==> src/hw/rtl/irm_pkg.sv <==
package irm_pkg;

  localparam int unsigned CNT_W        = 16;
  localparam int unsigned BYTE_IDX_W   = 5;
  localparam int unsigned BIT_IDX_W    = 3;
  localparam int unsigned NUM_BYTES_DEF = 16;

  localparam logic [CNT_W-1:0] PULSE_RST   = 16'd11;
  localparam logic [CNT_W-1:0] TIMEOUT_RST = 16'd200;
  localparam logic [CNT_W-1:0] HALF_RST    = 16'd1;

  // register indexes (byte address = 4 * index)
  localparam logic [1:0] REG_PULSE   = 2'd0;
  localparam logic [1:0] REG_TIMEOUT = 2'd1;
  localparam logic [1:0] REG_HALF    = 2'd2;

  // status codes
  localparam logic [2:0] ST_IDLE    = 3'd0;
  localparam logic [2:0] ST_BUSY    = 3'd1;
  localparam logic [2:0] ST_DONE    = 3'd2;
  localparam logic [2:0] ST_NOT_LOW = 3'd3;
  localparam logic [2:0] ST_TIMEOUT = 3'd4;

  typedef enum logic [2:0] {
    PH_IDLE  = 3'd0,
    PH_PULSE = 3'd1,
    PH_WAIT  = 3'd2,
    PH_HIGH  = 3'd3,
    PH_LOW   = 3'd4
  } phase_t;

  // a register written as zero acts as one
  function automatic logic [CNT_W-1:0] at_least_one(input logic [CNT_W-1:0] v);
    return (v == '0) ? {{(CNT_W-1){1'b0}}, 1'b1} : v;
  endfunction

endpackage

==> src/hw/rtl/ir_meter_serial_reader_top.sv <==
// Serial reader for an infrared meter link, one input beat per timing tick.
// Slave stream: each beat carries the start request and the sampled data
// line for one tick. Master stream: one beat per input beat, giving the
// clock line level for that tick, a received byte when one completes
// (tuser flag), the status code, and tlast with the final byte.
// A start request in idle checks the data line, pulses the clock line high,
// waits for the data line to rise (timeout otherwise), then clocks in
// NUM_BYTES bytes LSB first, sampling on the first tick of each low half.
// A result beat is registered and appears in the cycle after its input beat is taken.
// Throughput: one beat per cycle while the master side accepts; the tick state machine
// and one output register are the whole path.
// Configuration goes through the APB port (pulse length, ready timeout, clock half
// length, in ticks); the user must write it only while the block is idle, unenforced.
// Reset: state goes to idle, counters to zero, registers to 11, 200, 1;
// no output beat is pending.
// When the master side stalls, the held output beat stays in place and
// s_tready drops; no tick is consumed until the beat is taken.
module ir_meter_serial_reader_top #(
  parameter int unsigned NUM_BYTES = irm_pkg::NUM_BYTES_DEF
) (
  input  logic        clk,
  input  logic        rst,
  // APB configuration
  input  logic        psel,
  input  logic        penable,
  input  logic        pwrite,
  input  logic [3:0]  paddr,
  input  logic [31:0] pwdata,
  output logic [31:0] prdata,
  output logic        pready,
  // input ticks
  input  logic        s_tvalid,
  output logic        s_tready,
  input  logic [7:0]  s_tdata,   // [0] start_request, [1] data_line, [7:2] zero
  // results
  output logic        m_tvalid,
  input  logic        m_tready,
  output logic [15:0] m_tdata,   // [0] clock_line, [8:1] byte_value, [15:9] zero
  output logic [3:0]  m_tuser,   // [0] byte_valid, [3:1] status_code
  output logic        m_tlast    // last_byte
);

  localparam int unsigned CW = irm_pkg::CNT_W;
  localparam int unsigned BW = irm_pkg::BYTE_IDX_W;
  localparam int unsigned IW = irm_pkg::BIT_IDX_W;

  // configuration registers
  logic [CW-1:0] start_pulse_ticks;
  logic [CW-1:0] ready_timeout_ticks;
  logic [CW-1:0] clock_half_ticks;

  logic cfg_wr;
  assign pready = 1'b1;
  assign cfg_wr = psel && penable && pwrite && pready;

  always_ff @(posedge clk) begin
    if (rst) begin
      start_pulse_ticks   <= irm_pkg::PULSE_RST;
      ready_timeout_ticks <= irm_pkg::TIMEOUT_RST;
      clock_half_ticks    <= irm_pkg::HALF_RST;
    end else if (cfg_wr) begin
      unique case (paddr[3:2])
        irm_pkg::REG_PULSE:   start_pulse_ticks   <= pwdata[CW-1:0];
        irm_pkg::REG_TIMEOUT: ready_timeout_ticks <= pwdata[CW-1:0];
        irm_pkg::REG_HALF:    clock_half_ticks    <= pwdata[CW-1:0];
        default: ;
      endcase
    end
  end

  always_comb begin
    unique case (paddr[3:2])
      irm_pkg::REG_PULSE:   prdata = {{(32-CW){1'b0}}, start_pulse_ticks};
      irm_pkg::REG_TIMEOUT: prdata = {{(32-CW){1'b0}}, ready_timeout_ticks};
      irm_pkg::REG_HALF:    prdata = {{(32-CW){1'b0}}, clock_half_ticks};
      default:              prdata = '0;
    endcase
  end

  // tick state
  irm_pkg::phase_t phase, phase_next;
  logic [CW-1:0]   tick_counter, tick_counter_next;
  logic [IW-1:0]   bit_index, bit_index_next;
  logic [BW-1:0]   byte_index, byte_index_next;
  logic [7:0]      shift_byte, shift_byte_next;

  logic out_valid;
  logic tick_acc, out_acc;

  assign s_tready = !out_valid || m_tready;
  assign tick_acc = s_tvalid && s_tready;
  assign out_acc  = m_tvalid && m_tready;

  logic req, dl;
  assign req = s_tdata[0];
  assign dl  = s_tdata[1];

  logic [CW-1:0] pulse, tmo, half, tc_inc;
  assign pulse  = irm_pkg::at_least_one(start_pulse_ticks);
  assign tmo    = irm_pkg::at_least_one(ready_timeout_ticks);
  assign half   = irm_pkg::at_least_one(clock_half_ticks);
  assign tc_inc = tick_counter + {{(CW-1){1'b0}}, 1'b1};

  // bit sample of the low half
  logic       sample_now, byte_full, final_byte;
  logic [7:0] sampled;
  always_comb begin
    sampled = shift_byte;
    sampled[bit_index] = dl;
  end
  assign sample_now = (phase == irm_pkg::PH_LOW) && (tick_counter == '0);
  assign byte_full  = sample_now && (bit_index == {IW{1'b1}});
  assign final_byte = byte_full &&
                      (({1'b0, byte_index} + {{BW{1'b0}}, 1'b1}) >= (BW+1)'(NUM_BYTES));

  // next state
  always_comb begin
    phase_next        = phase;
    tick_counter_next = tick_counter;
    bit_index_next    = bit_index;
    byte_index_next   = byte_index;
    shift_byte_next   = shift_byte;
    unique case (phase)
      irm_pkg::PH_PULSE: begin
        tick_counter_next = tc_inc;
        if (tc_inc >= pulse) begin
          phase_next        = irm_pkg::PH_WAIT;
          tick_counter_next = '0;
        end
      end
      irm_pkg::PH_WAIT: begin
        if (dl) begin
          phase_next        = irm_pkg::PH_HIGH;
          tick_counter_next = '0;
        end else begin
          tick_counter_next = tc_inc;
          if (tc_inc >= tmo) begin
            phase_next        = irm_pkg::PH_IDLE;
            tick_counter_next = '0;
          end
        end
      end
      irm_pkg::PH_HIGH: begin
        tick_counter_next = tc_inc;
        if (tc_inc >= half) begin
          phase_next        = irm_pkg::PH_LOW;
          tick_counter_next = '0;
        end
      end
      irm_pkg::PH_LOW: begin
        if (sample_now) begin
          shift_byte_next = sampled;
          bit_index_next  = bit_index + {{(IW-1){1'b0}}, 1'b1};
          if (byte_full) begin
            shift_byte_next = '0;
            byte_index_next = byte_index + {{(BW-1){1'b0}}, 1'b1};
          end
        end
        tick_counter_next = tc_inc;
        if (tc_inc >= half) begin
          phase_next        = irm_pkg::PH_HIGH;
          tick_counter_next = '0;
        end
        if (final_byte) begin
          phase_next        = irm_pkg::PH_IDLE;
          tick_counter_next = '0;
          byte_index_next   = '0;
        end
      end
      default: begin
        phase_next = irm_pkg::PH_IDLE;
        if (req && !dl) begin
          bit_index_next  = '0;
          byte_index_next = '0;
          shift_byte_next = '0;
          if (pulse == {{(CW-1){1'b0}}, 1'b1}) begin
            phase_next        = irm_pkg::PH_WAIT;
            tick_counter_next = '0;
          end else begin
            phase_next        = irm_pkg::PH_PULSE;
            tick_counter_next = {{(CW-1){1'b0}}, 1'b1};
          end
        end
      end
    endcase
  end

  // result fields for this tick
  logic       clock_next, valid_next, last_next;
  logic [7:0] bval_next;
  logic [2:0] status_next;
  always_comb begin
    clock_next  = 1'b0;
    valid_next  = 1'b0;
    bval_next   = '0;
    last_next   = 1'b0;
    status_next = irm_pkg::ST_BUSY;
    unique case (phase) inside
      irm_pkg::PH_PULSE, irm_pkg::PH_HIGH: clock_next = 1'b1;
      irm_pkg::PH_WAIT: begin
        if (!dl && tc_inc >= tmo) status_next = irm_pkg::ST_TIMEOUT;
      end
      irm_pkg::PH_LOW: begin
        if (byte_full) begin
          valid_next = 1'b1;
          bval_next  = sampled;
        end
        if (final_byte) begin
          last_next   = 1'b1;
          status_next = irm_pkg::ST_DONE;
        end
      end
      default: begin
        status_next = irm_pkg::ST_IDLE;
        if (req) begin
          if (dl) begin
            status_next = irm_pkg::ST_NOT_LOW;
          end else begin
            status_next = irm_pkg::ST_BUSY;
            clock_next  = 1'b1;
          end
        end
      end
    endcase
  end

  always_ff @(posedge clk) begin
    if (rst) begin
      phase        <= irm_pkg::PH_IDLE;
      tick_counter <= '0;
      bit_index    <= '0;
      byte_index   <= '0;
      shift_byte   <= '0;
    end else if (tick_acc) begin
      phase        <= phase_next;
      tick_counter <= tick_counter_next;
      bit_index    <= bit_index_next;
      byte_index   <= byte_index_next;
      shift_byte   <= shift_byte_next;
    end
  end

  // output register
  logic       out_clock, out_bvalid, out_last;
  logic [7:0] out_byte;
  logic [2:0] out_status;

  always_ff @(posedge clk) begin
    if (rst) begin
      out_valid <= 1'b0;
    end else if (tick_acc) begin
      out_valid <= 1'b1;
    end else if (out_acc) begin
      out_valid <= 1'b0;
    end
  end

  always_ff @(posedge clk) begin
    if (tick_acc) begin
      out_clock  <= clock_next;
      out_bvalid <= valid_next;
      out_byte   <= bval_next;
      out_last   <= last_next;
      out_status <= status_next;
    end
  end

  assign m_tvalid = out_valid;
  assign m_tdata  = {7'd0, out_byte, out_clock};
  assign m_tuser  = {out_status, out_bvalid};
  assign m_tlast  = out_last;

  // the final byte beat is always a completed byte with done status
  a_last_is_done: assert property (@(posedge clk) disable iff (rst)
    (out_valid && out_last) |-> (out_bvalid && out_status == irm_pkg::ST_DONE))
    else $error("last byte beat without byte or done status");

  // every ending status leaves the state machine idle
  a_end_to_idle: assert property (@(posedge clk) disable iff (rst)
    (tick_acc && (status_next == irm_pkg::ST_DONE || status_next == irm_pkg::ST_TIMEOUT ||
                  status_next == irm_pkg::ST_NOT_LOW)) |=> (phase == irm_pkg::PH_IDLE))
    else $error("transaction end did not return to idle");

  a_byte_index_range: assert property (@(posedge clk) disable iff (rst)
    ({1'b0, byte_index} < (BW+1)'(NUM_BYTES)))
    else $error("byte index past the transaction length");

endmodule
==> config.mk <==
export PLATFORM = sky130hd
export DESIGN_NAME = ir_meter_serial_reader_top
export DESIGN_NICKNAME = d
export VERILOG_FILES = /design/src/hw/rtl/irm_pkg.sv /design/src/hw/rtl/ir_meter_serial_reader_top.sv
export SDC_FILE = /design/constraint.sdc
export NUM_CORES = 1
export LEC_CHECK = 0
export ABC_CLOCK_PERIOD_IN_PS = 4490
export BUFFER_PORTS_ARGS = -buffer_cell sky130_fd_sc_hd__buf_2
export CAP_MARGIN = 5
export CORE_MARGIN = 8
export CORE_UTILIZATION = 40
export CTS_CLUSTER_SIZE = 10
export DETAILED_ROUTE_END_ITERATION = 8
export GPL_ROUTABILITY_DRIVEN = 1
export PLACE_DENSITY = 0.63
export SYNTH_ARGS = -nofsm -noshare
export SYNTH_HDL_FRONTEND = slang
export SYNTH_SLANG_ARGS = --single-unit
==> constraint.sdc <==
create_clock -name clk -period 4.49 [get_ports clk]
set_input_delay 0.449 -clock clk [delete_from_list [all_inputs] [get_ports clk]]
set_output_delay 0.449 -clock clk [all_outputs]
set_load 0.1 [all_outputs]
# Word-level counts from Yosys, hierarchy flattened
# Cells that the tools add are included.
[word_totals]
elab_cells = 120
out_inout_bits = 56
input_bits = 51
reg_bits = 98
[classes]
addsub = 4
n_mux = 48
reduce_logical = 32
magnitude_cmp = 6
bitwise = 1
eq_ne = 15
[op_table]
columns = ["cell", "count"]
rows = [
  ["$mux W16", 9],
  ["$logic_not A16 Y1", 4],
  ["$pmux W16 S4", 1],
  ["$ge A16 B16 Y1", 3],
  ["$pmux W16 S3", 1],
  ["$mux W3", 9],
  ["$mux W8", 3],
  ["$mux W5", 4],
  ["$add A16 B1 Y16 const B", 1],
  ["$eq A16 B1 Y1 const B", 1],
  ["$pmux W8 S2", 1],
  ["$pmux W3 S4", 1],
  ["$logic_and A1 B1 Y1", 10],
  ["$mux W2", 5],
  ["$pmux W5 S2", 1],
  ["$reduce_and A2 Y1", 5],
  ["$reduce_and A5 Y1", 2],
  ["$ne A3 B3 Y1 const B", 3],
  ["$pmux W3 S3", 1],
  ["$bwmux W8", 1],
  ["$mux W1", 8],
  ["$add A5 B1 Y6 const B", 1],
  ["$eq A3 B2 Y1 const B", 2],
  ["$eq A3 B3 Y1 const B", 2],
  ["22 further kinds", 27],
]

# Logic depth before layout (Yosys ltp)
[logic_depth]
ltp_word = 8
ltp_mapped = 15
mapped_depth_nobuf = 14

# Least setup slack after synthesis
# No wires, ideal clock.
[synth_timing]
path_type = "in2out"
from = "in paddr[3]"
to = "out prdata[0]"
arrival_time_ns = 3.396
n_path_buf = 2
cell_stages = 4
slack_ns = 0.645
t_required_ns = 4.041
cell_sequence = "buf_2 buf_1 mux2i_1 o21ai_0"
[synth_between]
elab_chain_len = 2
word_cells_on_any_way = 4
cone_classes = "eq/ne: 2; mux: 1; reduce/logical: 1"
[synth_lines]
columns = ["element", "line", "rtl"]
rows = [
  ["start, declared", "ir_meter_serial_reader_top.sv:27", "input logic [3:0] paddr,"],
  ["$eq A2 B2 Y1, or another cell as far along", "ir_meter_serial_reader_top.sv:72", "unique case (paddr[3:2])"],
  ["$pmux W16 S3 *", "ir_meter_serial_reader_top.sv:72", ""],
  ["end, declared", "ir_meter_serial_reader_top.sv:29", "output logic [31:0] prdata,"],
]
# Mark *: on every way between the ends. The rest lies on a longest branch, timed or not.

# Worst setup path in the final report
[layout_timing]
from = "reg tick_counter[1]"
to = "reg tick_counter[0]"
[layout_between]
elab_chain_len = 6
word_cells_on_any_way = 14
cone_classes = "add/sub: 1; order compare: 3; mux: 6; reduce/logical: 4"
[layout_lines]
columns = ["element", "line", "rtl"]
rows = [
  ["start, declared", "ir_meter_serial_reader_top.sv:82", "logic [CW-1:0] tick_counter, tick_counter_next;"],
  ["start signal, assigned", "ir_meter_serial_reader_top.sv:236", "tick_counter <= tick_counter_next;"],
  ["branches (longest 5 deep; another with $add A16 B1 Y16)", "--", ""],
  ["$pmux W16 S4 *", "ir_meter_serial_reader_top.sv:123", "unique case (phase)"],
]
# Mark *: on every way between the ends.
# A chain may end at the register's enable or synchronous reset.

==> results.txt <==
- Worst Hold Path EP: ready_timeout_ticks[7]
* Top library cells by usage in the layout, fill and taps aside: sky130_fd_sc_hd__nand2_1, sky130_fd_sc_hd__dfxtp_1, sky130_fd_sc_hd__a21oi_1, sky130_fd_sc_hd__inv_1, sky130_fd_sc_hd__buf_2
- The top cell type by area accounts for 26.8% of the synthesized area.
* RSZ-0062 raised after global routing: false
* Largest net degree at the start of global routing: 72
* Critical Path Fanout Max: 16
- The tool flagged a number of max-cap violations equal to 0.
- Number of synthesized flops with an enable pin: 14
- Before antenna repair, the detailed router went through 7 iterations.
- Hold path cells: 2
* Status: finished, final reports clean
- Depth of the worst register-to-register path: 14
- Area leader, netlist: sky130_fd_sc_hd__dfxtp_1
- Period Utilization, post-route: 91.0%
- Routability congestion estimate: between 0.8 and 0.9
- Measured against its own limit, the worst slew margin works out to a little over a quarter.
* Post-CTS setup buffers: 0
* Clock latency on the worst-skew pair: approximately 360 ps
- Wirelength per Cell: between 15 and 20 µm
- Leak: around 2.7 nW
- Global routing used ~17% of the available tracks.
- CTS placed an instance of sky130_fd_sc_hd__clkbuf_16 at the clock tree root.
- Synthesized area: between 6000 and 7000 µm²
* Area growth from synthesis to layout: 9.74%
- The worst setup path is captured at a flip-flop.
- Synth area leaders: sky130_fd_sc_hd__dfxtp_1, sky130_fd_sc_hd__ha_1, sky130_fd_sc_hd__nand2_1, sky130_fd_sc_hd__edfxtp_1, sky130_fd_sc_hd__a21oi_1
- During I/O placement, the number of pins put on the boundary was around 110.
- Port buffering added a little under 60 buffers.
- For this run, the register share of the synthesized area comes to 33.5%.
- After the last flow step, the layout net total stands at 914.
* Area occupied by registers: ~2100 µm²
* Reg-to-Reg End: tick_counter[0]
* DRC marker count from the first detailed-route iteration: 425
- Fill cells in the final layout number 1576.
* Standard-cell row count: 46
- Of all flip-flops after synthesis, the portion carrying an async set or reset was 0%.
- Prior to clock tree synthesis, the placed netlist has a worst setup slack of 416 ps.
* Die span in y: 141 µm
- For this run, the number of Yosys warnings is 0.
* CTS clk-pin slew, worst paths: 80 ps
* Final wirelength: about 16000 µm
- Number of gates resized after cts: 0
* Number of hold buffers added after cts: 0
- Counting every instance in the synthesized netlist gives just under 800.
- Wire length of the first global-routing pass: approximately 27000 µm
- The startpoint identified for the worst register-to-register timing path is tick_counter[1].
- Detailed-routed wire length on met3: 1040 µm
* Worst-case register-to-register setup slack: between 400 and 500 ps
* Starting Density: between 40% and 50%
- Final-report hold violation count: 0
* Area of the core: ~16000 µm²
* Class of the worst hold path: in -> reg
- The wire-length estimate of the detail-placed layout is about 12000 µm.
- Worst voltage drop across the vdd grid: roughly 0.2 mV
- DR top layer: met4
- The final count of pins violating max slew is 0.
- Cells with a size suffix above 1 make up approximately 12% of the layout.
- Library cells used by synthesis: 67
- Power density of the placed cells: about 300 nW/µm²
- Among all flip-flop cells after synthesis, the most frequent one is sky130_fd_sc_hd__dfxtp_1.
* Clk buf depth: 2
- For the pin with the worst max-slew slack, the measured transition is ~1100 ps.
- Dividing the detail-routed via count by the number of cells gives around 5.2.
- The floorplan step set the die width to roughly 140 µm.
- The number of global-route vias before repair came to 5186.
- The library cell used most frequently in the layout, excluding fill and tap cells, is sky130_fd_sc_hd__nand2_1.
- In the final routing, the length of wire on met1 measures ~7700 µm.
* Grt total ovfl: 0
* DR vias: between 5000 and 6000
- Critical path data required time: between 4000 and 5000 ps
- The critical path in this run is classified as reg -> reg.
- The die covers around 20000 µm².
* Antenna Diode Count: 0
- Across all setup checks in the final design, the least slack found is 406 ps.
- Setup violations remaining at the end of the flow were counted as 0.
* Combined area of the multi-input logic cells: 3630 µm²
* Kind of start point of the critical path: flip-flop
- Shortest clock period the worst path allows after layout: between 4000 and 5000 ps
- Startpoint of the tightest hold check path: pwdata[7]
- Setup Skew: approximately 13 ps
* Arrival time at the worst endpoint: about 4400 ps
- Maximum frequency from static timing analysis: approximately 240 MHz
* Synthesized flop and latch total: a little under 100
- Antenna-violating nets left: 0
- TritonCTS built the clock tree.
- Number of antenna violations at the first check in global routing: 0
- Tracing the worst setup path back leads to its startpoint at tick_counter[1].
- The clock drives between 90 and 100 sinks.
* Average instance area after synthesis: around 8 µm²
- Setup TNS: 0 ps
* Post-route DRC: 0
- CTS H-tree depth: 3
- Routed length on met2: 7340 µm
- Total clock buffers created by CTS: 9
==> layout make-up <==
class	instances	share of cell area, %
multi-input cells	572	52.7
clock inverters	7	1.14
well taps	216	3.92
flip-flops and latches	98	30.5
repair buffers	65	4.98
clock buffers	9	3.27
inverters	64	3.49
==> state kept, by name, indices dropped and copies added, names as in the netlist <==
| signal | cells |
|---|---|
| clock_half_ticks | 16 |
| ready_timeout_ticks | 16 |
| start_pulse_ticks | 16 |
| tick_counter | 16 |
| out_byte | 8 |
| shift_byte | 8 |
| byte_index | 5 |
| bit_index | 3 |
| out_status | 3 |
| phase | 3 |
| m_tlast | 1 |
| m_tvalid | 1 |
| out_bvalid | 1 |
| out_clock | 1 |
==> critical path, stage by stage, from the launching register on <==
cell                       delay [ps]
sky130_fd_sc_hd__dfxtp_1          380
sky130_fd_sc_hd__ha_1             280
sky130_fd_sc_hd__nand2_1          120
sky130_fd_sc_hd__nor4_1           450
sky130_fd_sc_hd__and2_1           230
sky130_fd_sc_hd__nand4_1          120
sky130_fd_sc_hd__xnor2_1          400
sky130_fd_sc_hd__ha_1             330
sky130_fd_sc_hd__and4_1           220
sky130_fd_sc_hd__a221o_1          310
sky130_fd_sc_hd__a31o_2           240
sky130_fd_sc_hd__o221ai_2         280
sky130_fd_sc_hd__buf_4            290
sky130_fd_sc_hd__nand2_1          120
sky130_fd_sc_hd__o22ai_1          220
==> kinds of logic after synthesis <==
| logic type | after synthesis | share of synthesized area [%] |
|---|---|---|
| fa+ha+maj | 53 | 10.6 |
| xor+xnor | 14 | 2.07 |
| other cells | 2 | 0.120 |
| flops | 98 | 33.5 |
| compound gates | 174 | 17.9 |
| simple gates | 284 | 22.1 |
| mux | 23 | 3.67 |
| buf+inv | 129 | 10.1 |
==> per-layer routing <==
layer	vias to the layer above	track usage, %
met4	0	5.54
met3	18	3.60
met2	162	26.5
li1	2747	-
met1	2480	22.2
met5	-	0
==> where the power goes <==
part | internal [mW] | leakage, nW | switching, mW
sequential | 0.907 | 0.817 | 0.0157
clock | 0.396 | 0.148 | 0.394
combinational | 0.0800 | 1.77 | 0.314
total | 1.38 | 2.74 | 0.724
==> through the flow <==
stage / total power, mW / hold WS, ps / utilization (%) / area, µm² / cells
final: 2.11 / 324 / 44.2 / 6890 / 1031
after global routing: 2.19 / 330 / 44.2 / 6890 / 1031
after CTS: 2.12 / 317 / 44.2 / 6890 / 1031
after detailed placement: 1.34 / 458 / 42.2 / 6590 / 1015
after global placement: 1.34 / 453 / 42.2 / 6590 / 1015
after floorplan: 1.29 / 436 / - / 6360 / 799
==> cell usage after synthesis (14+ instances only) <==
library cell and n:
sky130_fd_sc_hd__ha_1 53, sky130_fd_sc_hd__nand2_1 139, sky130_fd_sc_hd__nand4_1 16, sky130_fd_sc_hd__nor3_1 17, sky130_fd_sc_hd__edfxtp_1 14, sky130_fd_sc_hd__o21ai_0 37
sky130_fd_sc_hd__a21oi_1 72, sky130_fd_sc_hd__nor2_1 41, sky130_fd_sc_hd__mux2i_1 23, sky130_fd_sc_hd__buf_4 28, sky130_fd_sc_hd__inv_1 64, sky130_fd_sc_hd__clkbuf_1 24
sky130_fd_sc_hd__dfxtp_1 84
==> how the worst max path moves through the flow <==
stage	to	slack [ps]	depth (start not counted)
6_report	tick_counter[0]	410	14
5_1_grt	tick_counter[2]	90	14
4_1_cts	tick_counter[0]	380	14
3_5_place_dp	tick_counter[11]	420	14
3_3_place_gp	tick_counter[0]	470	14
2_1_floorplan	prdata[0]	650	4
No activity file was read; power rests on OpenSTA's default activity.
